<file path="src/sv/lom_pkg.sv">
// shared types, codes and constants of the layer output mse block
package lom_pkg;

   localparam int MAX_ROWS_DEF   = 64;
   localparam int MAX_COLS_DEF   = 64;
   localparam int MAX_TOKENS_DEF = 64;

   localparam int DIM_W     = 7;
   localparam int DIV_W     = 2 * DIM_W;
   localparam int IDX_W     = 6;
   localparam int WEIGHT_W  = 16;
   localparam int DELTA_W   = WEIGHT_W + 1;
   localparam int SAMPLE_W  = 16;
   localparam int PROD_W    = DELTA_W + SAMPLE_W;
   localparam int SUM_W     = 64;
   localparam int MSE_W     = 63;
   localparam int DIFF_W    = 32;
   localparam int FRAC_DROP = 14;
   localparam int ROUND_BIAS = 8192;
   localparam int PIPE_DEPTH = 8;
   localparam int DRAIN_W    = 4;

   typedef enum logic [1:0] {
      FUNC_LOAD_W  = 2'd0,
      FUNC_LOAD_X  = 2'd1,
      FUNC_COMPUTE = 2'd2
   } func_type;

   typedef enum logic [1:0] {
      CSR_OUT_ROWS    = 2'd0,
      CSR_IN_COLS     = 2'd1,
      CSR_TOKEN_COUNT = 2'd2
   } csr_index_type;

   typedef struct packed {
      logic             start;
      logic             issue;
      logic             first;
      logic             last;
      logic [DIM_W-1:0] row;
      logic [DIM_W-1:0] col;
      logic [DIM_W-1:0] tok;
      logic [DIV_W-1:0] divisor;
      logic             div_start;
      logic             emit;
      logic             empty;
   } lom_cmd_type;

   typedef struct packed {
      logic div_done;
      logic rsp_valid;
   } lom_status_type;

   function automatic logic [DIM_W-1:0] clamp_dim(input logic [DIM_W-1:0] v, input int mx);
      logic [DIM_W-1:0] r;
      r = v;
      if (int'(v) > mx) begin
         r = DIM_W'(mx);
      end
      return r;
   endfunction

endpackage

</file>
<file path="src/sv/lom_ctrl.sv">
// controller: configuration registers, loop counters and sequencing of a compute
module lom_ctrl #(
   parameter int MAX_ROWS   = 64,
   parameter int MAX_COLS   = 64,
   parameter int MAX_TOKENS = 64
) (
   input  logic                   clock,
   input  logic                   reset,
   input  logic                   csr_write_en,
   input  logic [1:0]             csr_index,
   input  logic [lom_pkg::DIM_W-1:0] csr_wdata,
   input  logic                   req_valid,
   input  logic [1:0]             req_func,
   input  logic                   rsp_stall,
   input  lom_pkg::lom_status_type status,
   output lom_pkg::lom_cmd_type   cmd,
   output logic                   req_stall
);
   import lom_pkg::*;

   typedef enum logic [2:0] {
      S_IDLE, S_RUN, S_DRAIN, S_DIV, S_OUT
   } state_type;

   state_type         state_ff, state_in;
   lom_cmd_type       cmd_ff, cmd_in;
   logic [DIM_W-1:0]  rows_reg_ff, rows_reg_in;
   logic [DIM_W-1:0]  cols_reg_ff, cols_reg_in;
   logic [DIM_W-1:0]  toks_reg_ff, toks_reg_in;
   logic [DIM_W-1:0]  row_ff, row_in, col_ff, col_in, tok_ff, tok_in;
   logic [DRAIN_W-1:0] drain_ff, drain_in;
   logic              empty_ff, empty_in;
   logic [DIM_W-1:0]  rows, cols, toks;
   logic              row_last, col_last, tok_last, rsp_free;

   assign rows = clamp_dim(rows_reg_ff, MAX_ROWS);
   assign cols = clamp_dim(cols_reg_ff, MAX_COLS);
   assign toks = clamp_dim(toks_reg_ff, MAX_TOKENS);

   assign row_last = (row_ff == rows - DIM_W'(1));
   assign col_last = (col_ff == cols - DIM_W'(1));
   assign tok_last = (tok_ff == toks - DIM_W'(1));
   assign rsp_free = (!status.rsp_valid || !rsp_stall) && !cmd_ff.emit;

   assign req_stall = (state_ff != S_IDLE);
   assign cmd       = cmd_ff;

   always_comb begin
      state_in    = state_ff;
      rows_reg_in = rows_reg_ff;
      cols_reg_in = cols_reg_ff;
      toks_reg_in = toks_reg_ff;
      row_in      = row_ff;
      col_in      = col_ff;
      tok_in      = tok_ff;
      drain_in    = drain_ff;
      empty_in    = empty_ff;
      cmd_in           = '0;
      cmd_in.row       = row_ff;
      cmd_in.col       = col_ff;
      cmd_in.tok       = tok_ff;
      cmd_in.divisor   = cmd_ff.divisor;
      cmd_in.empty     = empty_ff;

      if (csr_write_en) begin
         case (csr_index_type'(csr_index))
            CSR_OUT_ROWS:    rows_reg_in = csr_wdata;
            CSR_IN_COLS:     cols_reg_in = csr_wdata;
            CSR_TOKEN_COUNT: toks_reg_in = csr_wdata;
            default: ;
         endcase
      end

      case (state_ff)
         S_IDLE: begin
            if (req_valid && func_type'(req_func) == FUNC_COMPUTE) begin
               if (rows == '0 || cols == '0 || toks == '0) begin
                  empty_in = 1'b1;
                  state_in = S_OUT;
               end else begin
                  empty_in       = 1'b0;
                  cmd_in.start   = 1'b1;
                  cmd_in.divisor = DIV_W'(rows) * DIV_W'(toks);
                  row_in   = '0;
                  col_in   = '0;
                  tok_in   = '0;
                  state_in = S_RUN;
               end
            end
         end
         S_RUN: begin
            cmd_in.issue = 1'b1;
            cmd_in.first = (col_ff == '0);
            cmd_in.last  = col_last;
            if (!col_last) begin
               col_in = col_ff + DIM_W'(1);
            end else begin
               col_in = '0;
               if (!tok_last) begin
                  tok_in = tok_ff + DIM_W'(1);
               end else begin
                  tok_in = '0;
                  if (!row_last) begin
                     row_in = row_ff + DIM_W'(1);
                  end else begin
                     drain_in = '0;
                     state_in = S_DRAIN;
                  end
               end
            end
         end
         S_DRAIN: begin
            drain_in = drain_ff + DRAIN_W'(1);
            if (drain_ff == DRAIN_W'(PIPE_DEPTH - 1)) begin
               cmd_in.div_start = 1'b1;
               state_in         = S_DIV;
            end
         end
         S_DIV: begin
            if (status.div_done) begin
               state_in = S_OUT;
            end
         end
         S_OUT: begin
            if (rsp_free) begin
               cmd_in.emit = 1'b1;
               state_in    = S_IDLE;
            end
         end
         default: state_in = S_IDLE;
      endcase
   end

   always_ff @(posedge clock) begin
      if (reset) begin
         state_ff    <= S_IDLE;
         cmd_ff      <= '0;
         rows_reg_ff <= '0;
         cols_reg_ff <= '0;
         toks_reg_ff <= '0;
         row_ff      <= '0;
         col_ff      <= '0;
         tok_ff      <= '0;
         drain_ff    <= '0;
         empty_ff    <= 1'b0;
      end else begin
         state_ff    <= state_in;
         cmd_ff      <= cmd_in;
         rows_reg_ff <= rows_reg_in;
         cols_reg_ff <= cols_reg_in;
         toks_reg_ff <= toks_reg_in;
         row_ff      <= row_in;
         col_ff      <= col_in;
         tok_ff      <= tok_in;
         drain_ff    <= drain_in;
         empty_ff    <= empty_in;
      end
   end

endmodule

</file>
<file path="config.mk">
export PLATFORM = sky130hd
export DESIGN_NAME = lom_ctrl
export DESIGN_NICKNAME = d
export VERILOG_FILES = /design/src/sv/lom_pkg.sv /design/src/sv/lom_ctrl.sv
export SDC_FILE = /design/constraint.sdc
export NUM_CORES = 1
export LEC_CHECK = 0
export ABC_CLOCK_PERIOD_IN_PS = 9370
export BUFFER_PORTS_ARGS = -buffer_cell sky130_fd_sc_hd__buf_2
export CELL_PAD_IN_SITES_DETAIL_PLACEMENT = 1
export CELL_PAD_IN_SITES_GLOBAL_PLACEMENT = 2
export CORE_MARGIN = 3
export CORE_UTILIZATION = 30
export CTS_BUF_LIST = sky130_fd_sc_hd__clkbuf_8 sky130_fd_sc_hd__clkbuf_16
export DETAILED_ROUTE_END_ITERATION = 8
export GPL_TIMING_DRIVEN = 0
export PLACE_DENSITY = 0.75
export SYNTH_ARGS = -nofsm -noshare
export SYNTH_HDL_FRONTEND = slang
export SYNTH_SLANG_ARGS = --single-unit
</file>
<file path="constraint.sdc">
create_clock -name clock -period 9.37 [get_ports clock]
set_input_delay 0.937 -clock clock [delete_from_list [all_inputs] [get_ports clock]]
set_output_delay 0.937 -clock clock [all_outputs]
set_load 0.02 [all_outputs]
</file>
==> results of run 1 <==
[layout make-up]
| class | instances | area, um2 | area share [%] |
|---|---|---|---|
| flip-flops and latches | 92 | 1842 | 28.37 |
| repair buffers | 60 | 300.3 | 4.625 |
| clock buffers | 10 | 239.0 | 3.681 |
| plain buffers | 20 | 83.83 | 1.291 |
| inverters | 38 | 142.6 | 2.197 |
| clock inverters | 5 | 37.54 | 0.5781 |
| well taps | 229 | 286.5 | 4.413 |
| multi-input cells | 491 | 3561 | 54.85 |
[per-layer routing]
layer  GRT usage, %  vias to the layer above  share of wire, %
met2          26.71                       60                49
met4          4.002                        0               1.2
met3          2.545                       13               3.6
li1               -                     2313                 -
met5              0                        -                 0
met1          19.21                     2269                46
[sequential cells by signal, summed over array words and instances, names as in the netlist]
signal / count
drain_ff: 4
state_ff: 3
tok_ff: 7
toks_reg_ff: 7
col_ff: 7
empty_ff: 1
rows_reg_ff: 7
row_ff: 7
cmd: 42
cols_reg_ff: 7
[worst reg2reg max path: stages (launching register included)]
cell      delay (ns)
dfxtp_1         0.32
clkbuf_1        0.35
inv_1           0.17
clkbuf_1        0.26
nand2_1         0.30
nor2_1          0.12
fa_1            0.54
inv_1           0.05
fa_1            0.48
inv_1           0.06
fa_1            0.54
inv_1           0.06
fa_1            0.53
inv_1           0.04
ha_1            0.30
inv_1           0.11
o21bai_1        0.10
a2111o_1        0.45
a311oi_1        0.33
xnor2_1         0.21
nand2_1         0.08
a21oi_1         0.15
[kinds of logic after synthesis]
kind of cell / after synthesis / share of synthesized area (%)
compound gates: 82 / 10.22
xor+xnor: 45 / 7.002
fa+ha+maj: 66 / 17.87
buf+inv: 58 / 4.023
flops: 92 / 32.72
mux: 26 / 4.668
simple gates: 272 / 23.49
[metrics by stage]
stage	worst slack (ns)	total power [mW]	instances	hold slack, ns
2_1_floorplan	4.463	0.5652	641	0.4323
3_3_place_gp	3.898	0.6122	930	0.4398
3_5_place_dp	3.747	0.6182	930	0.4516
4_1_cts	3.738	0.9672	945	0.4605
5_1_grt	3.348	1.007	945	0.4749
6_report	3.748	0.9543	945	0.4544
[cell usage in the layout, fill, tap and decap left out, types with 6 or more instances in the layout]
master	n
a21oi_1	34
buf_2	61
clkbuf_1	13
clkbuf_16	9
dfxtp_1	92
fa_1	24
ha_1	42
inv_1	38
mux2i_1	24
nand2_1	56
nand3_1	9
nand3b_1	6
nand4_1	9
nor2_1	109
nor2b_1	25
nor3_1	13
o21ai_0	8
or3_1	11
xnor2_1	25
xor2_1	20
[path summary, 6_finish.rpt]
check                       from      end  slack (ns)  cells past startpoint
setup / recovery  toks_reg_ff[6]  cmd[15]        3.75                     21
hold / removal            cmd[3]   cmd[3]        0.45                      2
setup reg to reg  toks_reg_ff[6]  cmd[15]        3.75                     21
hold reg to reg           cmd[3]   cmd[3]        0.45                      2
[power groups by stage]
stage / Sequential [mW] / Clock [mW] / Combinational (mW)
4_1_cts: 0.427 / 0.357 / 0.183
2_1_floorplan: 0.435 / 0 / 0.130
5_1_grt: 0.431 / 0.374 / 0.202
3_3_place_gp: 0.435 / 0 / 0.177
3_5_place_dp: 0.436 / 0 / 0.182
6_report: 0.427 / 0.346 / 0.181
==> results.yml, run 1 <==
power_and_ir_drop:
  pwr-share-comb_pct: 19.0
  leakage_nw: 2.898
  netSwitchingFraction_pct: 30.45
  internal-power_mw: 0.6637
  p_sw_mw: 0.2906
  vdd_drop_max_v: 0.00008316
  power_frac_seq_pct: 44.8
  p_per_area_mw_per_mm2: 147.0
  p_clk_share_pct: 36.3
logic_synthesis:
  yosys-top-cells-area: "dfxtp_1 (33%), ha_1 (9.3%), fa_1 (8.5%)"
  synth_common_cells: "nor2_1 (109), dfxtp_1 (92), nand2_1 (56)"
  netlist_area_mm2: 0.005629
  ys_seq_area_share_pct: 32.72
  ys_warn_count: 0
  synth-edff-count: 0
  ys_ff_latch: 92
  yosysTopAreaCell: "dfxtp_1"
  synth_top_area_share_pct: 32.72
  ys.flop_type: "dfxtp_1"
  syn-instance-count: 641
  async_reset_ff_share_pct: 0
  synth.most_common_cell: "nor2_1"
  synth_nets: 725
  avgSynthCellArea_um2: 8.782
  synth.distinct_cells: 63
final_layout:
  nFillCells: 2161
  num_antenna_cells: 0
  postLayoutCoreUtil_pct: 35.66
  final_area_mm2: 0.006492
  layout-drive-gt1-share_pct: 12.29
  nets: 796
  layout-area-overhead-vs-synth_pct: 15.34
global_routing:
  grt_start_max_net_pins: 16
  grt_pass1_wl_mm: 24.72
  grt_overflow: 0
  grt_pass1_vias: 4810
  track_usage_pct: 15.16
  antenna_found_initial: 0
route:
  drt_iter0_drc: 165
  avgRoutedWirePerCell_um: 15.81
  finalWirelength_mm: 14.94
  viasPerCell: 4.926
  antenna_left: 0
  drc: 0
  vias: 4655
  dr.pass1.iters: 4
floorplanning:
  initial_utilization_pct: 30.91
  dieHeight_um: 143.0
  pin_count: 61
  row_count: 49
  die_w_um: 143.0
  die_area_mm2: 0.02044
  coreArea_mm2: 0.01821
clock_network:
  hold_buffers: 0
  post_cts_buffers: 0
  clk_path_buf_depth: 2
  htreeDepth: 3
  clkTransAtPathRegs_ns: 0.06
  cts_tree: "yes"
  clockRootBuffer: "clkbuf_16"
  ctsResizeCount: 0
  cts_buffers: 9
  clock-sinks: 92
  clkLatencyLatePin_ns: 0.35
worst_setup_path:
  slowest_stage: "fa_1"
  crit_family: "adder cells"
  path_class: "reg -> reg"
  cp.buffers_inverters: 8
  critPathCaptureType: "register"
  cp_data_arrival_time_ns: 5.90
  path_max_fanout: 10
  critPathRequiredTime_ns: 9.65
  cp_slowest_stage_delay_ns: 0.54
  critPathLaunchType: "register"
  cp_cell_sequence: "clkbuf_1 > inv_1 > clkbuf_1 > nand2_1 > nor2_1 > fa_1 > inv_1 > fa_1 > inv_1 > fa_1 > inv_1 > fa_1 > inv_1 > ha_1 > inv_1 > o21bai_1 > a2111o_1 > a311oi_1 > xnor2_1 > nand2_1 > a21oi_1"
  crit_top_cell: "inv_1"
timing:
  finalMaxSlewViolations: 0
  maxSlewHeadroom_pct: 16.18
  final-hold-violation-count: 0
  fmax_mhz: 177.9
  final.min_clock_period_ns: 5.622
  fin_setup_tns_ns: 0
  finalCritPeriodShare_pct: 60.00
  fin_skew_ns: 0.005809
  setup_viol: 0
  rsz0062_at_grt: "no"
  worstMarginPinSlew_ns: 1.248
hold_path:
  hold_path_class: "reg -> reg"
run:
  cap_viol_max_count: 0
placement:
  io_buffers: 60
  placed_area_mm2: 0.006216
  hpwl_mm: 12.03
  gp_congestion: 0.7938
outcome:
  status: "finished clean"
Note: power is estimated with default switching activity, not from simulation.
==> inputs of run 2 (changes only) <==
--- a/config.mk
+++ b/config.mk
@@ -5,7 +5,7 @@
 export SDC_FILE = /design/constraint.sdc
 export NUM_CORES = 1
 export LEC_CHECK = 0
-export ABC_CLOCK_PERIOD_IN_PS = 9370
+export ABC_CLOCK_PERIOD_IN_PS = 4770
 export BUFFER_PORTS_ARGS = -buffer_cell sky130_fd_sc_hd__buf_2
 export CELL_PAD_IN_SITES_DETAIL_PLACEMENT = 1
 export CELL_PAD_IN_SITES_GLOBAL_PLACEMENT = 2
@@ -14,7 +14,7 @@
 export CTS_BUF_LIST = sky130_fd_sc_hd__clkbuf_8 sky130_fd_sc_hd__clkbuf_16
 export DETAILED_ROUTE_END_ITERATION = 8
 export GPL_TIMING_DRIVEN = 0
-export PLACE_DENSITY = 0.75
+export PLACE_DENSITY = 0.78
 export SYNTH_ARGS = -nofsm -noshare
 export SYNTH_HDL_FRONTEND = slang
 export SYNTH_SLANG_ARGS = --single-unit
==> constraint.sdc (replaced) <==
create_clock -name clock -period 4.77 [get_ports clock]
set_input_delay 0.477 -clock clock [delete_from_list [all_inputs] [get_ports clock]]
set_output_delay 0.477 -clock clock [all_outputs]
set_load 0.02 [all_outputs]
==> results.yml, run 2 (synthesis gave the netlist of run 1 again) <==
outcome:
  status: "finished clean"
final_layout:
  postLayoutCoreUtil_pct: 37.17
  final_common_cell: "nor2_1"
  final_area_mm2: 0.006769
  layout-drive-gt1-share_pct: 18.49
  nets: 809
  largest_reg_flops: 42
  layout-area-overhead-vs-synth_pct: 20.25
  layout_common_cells: "nor2_1 (107), dfxtp_1 (88), buf_2 (61), nand2_1 (52), ha_1 (40)"
  num_antenna_cells: 0
placement:
  placed_area_mm2: 0.006221
  hpwl_mm: 12.00
  io_buffers: 60
  gp_congestion: 0.8258
route:
  drc: 0
  finalWirelength_mm: 15.50
  vias: 4760
  avgRoutedWirePerCell_um: 16.16
  drt_iter0_drc: 135
  viasPerCell: 4.964
  dr.pass1.iters: 4
  antenna_left: 0
clock_network:
  cts_tree: "yes"
  clk_path_buf_depth: 2
  cts_buffers: 9
  clkTransAtPathRegs_ns: 0.07
  htreeDepth: 3
  clockRootBuffer: "clkbuf_16"
  clock-sinks: 92
  clkLatencyLatePin_ns: 0.36
  hold_buffers: 0
hold_path:
  min_from: "reset"
  hold_path_class: "in -> reg"
power_and_ir_drop:
  p_per_area_mw_per_mm2: 282.9
  power_mw: 1.915
  leakage_nw: 2.997
  vdd_drop_max_v: 0.0001602
global_routing:
  antenna_found_initial: 0
  grt_overflow: 0
  grt_pass1_wl_mm: 25.65
  track_usage_pct: 15.64
  grt_pass1_vias: 5085
  grt_start_max_net_pins: 19
worst_setup_path:
  critPathLaunchType: "register"
  path_max_fanout: 5
  slowest_stage: "fa_1"
  cp_slowest_stage_delay_ns: 0.53
  crit_top_cell: "fa_1"
  cp_cell_sequence: "buf_8 > clkinvlp_4 > nand2_4 > buf_4 > nor2_1 > fa_1 > ha_1 > inv_1 > fa_1 > fa_1 > inv_1 > ha_4 > a21oi_4 > o21bai_1 > a2111o_1 > a311oi_2 > xnor2_1 > nand2_1 > a21oi_2"
  path_class: "reg -> reg"
  r2r-start: "toks_reg_ff[6]"
  critPathCaptureType: "register"
  setup.worst_path.start: "toks_reg_ff[6]"
  cp_data_arrival_time_ns: 4.93
  rrSetupSlack_ns: 0.12
  critPathRequiredTime_ns: 5.05
floorplanning:
  coreArea_mm2: 0.01821
  die_w_um: 143.0
  row_count: 49
  dieHeight_um: 143.0
  initial_utilization_pct: 30.91
  die_area_mm2: 0.02044
  pin_count: 61
timing:
  fin_setup_tns_ns: 0
  rsz0062_at_grt: "yes"
  final.min_clock_period_ns: 4.649
  fin_skew_ns: 0.01051
  worstMarginPinSlew_ns: 0.9935
  fmax_mhz: 215.1
  finalMaxSlewViolations: 0
  setup_viol: 0
  finalCritPeriodShare_pct: 97.47
  maxSlewHeadroom_pct: 33.26
  final-hold-violation-count: 0
run:
  cap_viol_max_count: 0
-- run 2: report_power, final --
part           internal (mW)  switching, mW
sequential             0.801         0.0381
combinational          0.142          0.226
clock                  0.367          0.341
-- run 2: routing by layer --
layer | up-vias | track usage [%] | wire length, um
met2 | 56 | 27.84 | 7832
li1 | 2343 | - | -
met1 | 2349 | 19.39 | 7081
met5 | - | 0 | 0
met4 | 0 | 3.552 | 156
met3 | 12 | 3.315 | 431
-- run 2: worst max-delay path: cells and delay by family (launching register included) --
family | cells | cell delay (ns)
AO/OA/AOI/OAI | 5 | 1.15
XOR/XNOR | 1 | 0.16
adder cells (fa/ha/maj) | 5 | 2.03
buffers and inverters | 5 | 0.57
flip-flops | 1 | 0.36
AND/OR/NAND/NOR | 3 | 0.29
-- run 2: what timing repair did --
| item | in CTS | in global routing |
|---|---|---|
| endpoints found under the hold margin | 0 | 0 |
| pin swaps | 3 | 18 |
| setup endpoints to repair | 6 | 5 |
| setup buffers | 7 | 8 |
| cloned | 0 | 1 |
| resized for setup | 17 | 23 |
-- run 2: final timing paths --
path | endpoint | cells after the start
max | cmd[15] | 19
min | cmd[32] | 2
max reg2reg | cmd[15] | 19
min reg2reg | cmd[3] | 2
-- run 2: layout make-up --
| cell class | count | area (um2) |
|---|---|---|
| Timing Repair Buffer | 76 | 437.9 |
| Inverter | 38 | 151.4 |
| Tap cell | 229 | 286.5 |
| Fill cell | 2145 | 11440 |
| Clock buffer | 9 | 225.2 |
| Sequential cell | 92 | 1852 |
| Buffer | 17 | 87.58 |
| Clock inverter | 7 | 65.06 |
| Multi-Input combinational cell | 491 | 3664 |
-- run 2: stage by stage --
step	std cells	worst slack, ns	hold WS [ns]
6_report	959	0.1209	0.3939
5_1_grt	959	-0.06244	0.3960
4_1_cts	950	-0.04855	0.3786
3_5_place_dp	930	-0.6994	0.4466
3_3_place_gp	930	-0.5954	0.4419
2_1_floorplan	641	0.004087	0.4323
==> inputs of run 3 (changes only) <==
--- a/config.mk
+++ b/config.mk
@@ -5,7 +5,7 @@
 export SDC_FILE = /design/constraint.sdc
 export NUM_CORES = 1
 export LEC_CHECK = 0
-export ABC_CLOCK_PERIOD_IN_PS = 4770
+export ABC_CLOCK_PERIOD_IN_PS = 4850
 export BUFFER_PORTS_ARGS = -buffer_cell sky130_fd_sc_hd__buf_2
 export CELL_PAD_IN_SITES_DETAIL_PLACEMENT = 1
 export CELL_PAD_IN_SITES_GLOBAL_PLACEMENT = 2
@@ -14,7 +14,8 @@
 export CTS_BUF_LIST = sky130_fd_sc_hd__clkbuf_8 sky130_fd_sc_hd__clkbuf_16
 export DETAILED_ROUTE_END_ITERATION = 8
 export GPL_TIMING_DRIVEN = 0
-export PLACE_DENSITY = 0.78
+export HOLD_SLACK_MARGIN = 0.08
+export PLACE_DENSITY = 0.75
 export SYNTH_ARGS = -nofsm -noshare
 export SYNTH_HDL_FRONTEND = slang
 export SYNTH_SLANG_ARGS = --single-unit
==> constraint.sdc (replaced) <==
create_clock -name clock -period 4.85 [get_ports clock]
set_input_delay 0.485 -clock clock [delete_from_list [all_inputs] [get_ports clock]]
set_output_delay 0.485 -clock clock [all_outputs]
set_load 0.02 [all_outputs]
==> results.yml, run 3 (synthesis gave the netlist of run 1 again) <==
timing:
  fmax_mhz: 214.5
  fin_skew_ns: 0.009717
  finalCritPeriodShare_pct: 96.11
  final-hold-violation-count: 0
  worstMarginPinSlew_ns: 1.209
  maxSlewHeadroom_pct: 18.75
  finalMaxSlewViolations: 0
  hold_ws_ns: 0.4011
  rsz0062_at_grt: "yes"
  fin_ws_ns: 0.1885
  final.min_clock_period_ns: 4.662
  setup_viol: 0
power_and_ir_drop:
  p_sw_mw: 0.6057
  p_clk_share_pct: 37.4
  power_mw: 1.898
  p_per_area_mw_per_mm2: 281.2
  power_frac_seq_pct: 43.6
  netSwitchingFraction_pct: 31.91
  vdd_drop_max_v: 0.0001632
  internal-power_mw: 1.293
  pwr-share-comb_pct: 19.0
  leakage_nw: 2.986
global_routing:
  grt_start_max_net_pins: 20
  grt_pass1_vias: 5106
  grt_pass1_wl_mm: 25.90
  antenna_found_initial: 0
  track_usage_pct: 15.75
  grt_overflow: 0
worst_setup_path:
  rrSetupSlack_ns: 0.19
  path_max_fanout: 6
  slowest_stage: "fa_1"
  critPathCaptureType: "register"
  timing.rr.end: "cmd[15]"
  path_class: "reg -> reg"
  r2r-start: "toks_reg_ff[6]"
  critPathLaunchType: "register"
  setup.worst_path.start: "toks_reg_ff[6]"
  r2r_cells: 20
  cp_cell_sequence: "buf_8 > clkinvlp_4 > nand2_4 > nor2_2 > fa_1 > inv_2 > fa_1 > inv_2 > fa_1 > inv_2 > fa_1 > inv_2 > ha_4 > inv_4 > o21bai_4 > a2111o_1 > a311oi_2 > xnor2_1 > nand2_1 > a21oi_2"
  cp_data_arrival_time_ns: 4.95
  cp_slowest_stage_delay_ns: 0.55
  critPathRequiredTime_ns: 5.14
  crit_path_end: "cmd[15]"
clock_network:
  cts_buffers: 9
  clk_path_buf_depth: 2
  cts_tree: "yes"
  htreeDepth: 3
  clkLatencyLatePin_ns: 0.36
  clkTransAtPathRegs_ns: 0.08
  hold_buffers: 0
  clockRootBuffer: "clkbuf_16"
  clock-sinks: 92
route:
  drc: 0
  viasPerCell: 5.012
  drt_iter0_drc: 174
  antenna_left: 0
  vias: 4791
  avgRoutedWirePerCell_um: 16.42
  finalWirelength_mm: 15.70
  dr.pass1.iters: 4
floorplanning:
  die_w_um: 143.0
  initial_utilization_pct: 30.91
  dieHeight_um: 143.0
  die_area_mm2: 0.02044
  pin_count: 61
  row_count: 49
  coreArea_mm2: 0.01821
placement:
  pre_cts_slack_ns: -0.6880
  placed_area_mm2: 0.006217
  hpwl_mm: 12.20
  io_buffers: 60
  gp_congestion: 0.7909
  dpl.cell_count: 930
final_layout:
  nets: 806
  ff_latch_area_mm2: 0.001849
  nFillCells: 2123
  num_antenna_cells: 0
  fin_cells: 956
  final_common_cell: "nor2_1"
  layout-area-overhead-vs-synth_pct: 19.94
  largest_reg_flops: 42
  final_area_mm2: 0.006751
  layout_common_cells: "nor2_1 (108), dfxtp_1 (88), buf_2 (61), nand2_1 (50), ha_1 (40)"
  multi_input_area_mm2: 0.003671
  layout-drive-gt1-share_pct: 18.29
hold_path:
  holdPathStages: 2
  hold_path_class: "in -> reg"
outcome:
  status: "finished clean"
run:
  cap_viol_max_count: 0
run 3: worst max-delay path, delay by kind of cell, from the launching register on:
kind	cells	cell delay (ns)
AOI/OAI and AO/OA	4	0.95
xor gates and xnor gates	1	0.19
buffers and inverters	7	0.53
and+or+nand+nor	3	0.27
adders and majority gates	5	2.30
DFF	1	0.34
run 3: per-layer routing:
layer | GRT usage, % | part of all wire [%] | vias up | routed length, um
met2 | 28.14 | 51 | 70 | 7999
li1 | - | - | 2338 | -
met1 | 19.17 | 45 | 2358 | 7010
met4 | 4.902 | 1.7 | 0 | 265
met3 | 2.880 | 2.7 | 25 | 421
met5 | 0 | 0 | - | 0
run 3: through the flow:
stage | setup TNS, ns | utilization (%)
after global routing | -0.02463 | 37.08
after detailed placement | -2.315 | 34.14
after floorplan | 0 | -
after global placement | -2.098 | 34.14
final | 0 | 37.08
after CTS | 0 | 36.55
run 3: power groups by stage:
stage	logic [mW]	registers [mW]	clock network, mW
2_1_floorplan	0.252	0.840	0
3_5_place_dp	0.352	0.842	0
3_3_place_gp	0.342	0.840	0
6_report	0.361	0.827	0.711
4_1_cts	0.361	0.827	0.729
5_1_grt	0.401	0.832	0.765
run 3: worst min path at each step:
stage               startpoint       end  slack, ns
CTS                      reset   cmd[32]       0.39
finish                   reset   cmd[32]       0.40
global route             reset   cmd[32]       0.41
floorplan             empty_ff  empty_ff       0.43
global placement        cmd[8]    cmd[8]       0.44
detailed placement      cmd[8]    cmd[8]       0.45
run 3: timing repair:
action,4_1_cts,5_1_grt
buffers inserted,9,4
setup endpoints to repair,6,3
pin swaps,8,10
resized for setup,27,15
run 3: layout make-up:
class | instances | area share, %
inverter | 38 | 2.279
tap | 229 | 4.244
buffer | 17 | 1.390
clock inverter | 7 | 1.093
timing repair buffer | 73 | 5.893
sequential | 92 | 27.39
clock buffer | 9 | 3.336
multi-input combinational | 491 | 54.37
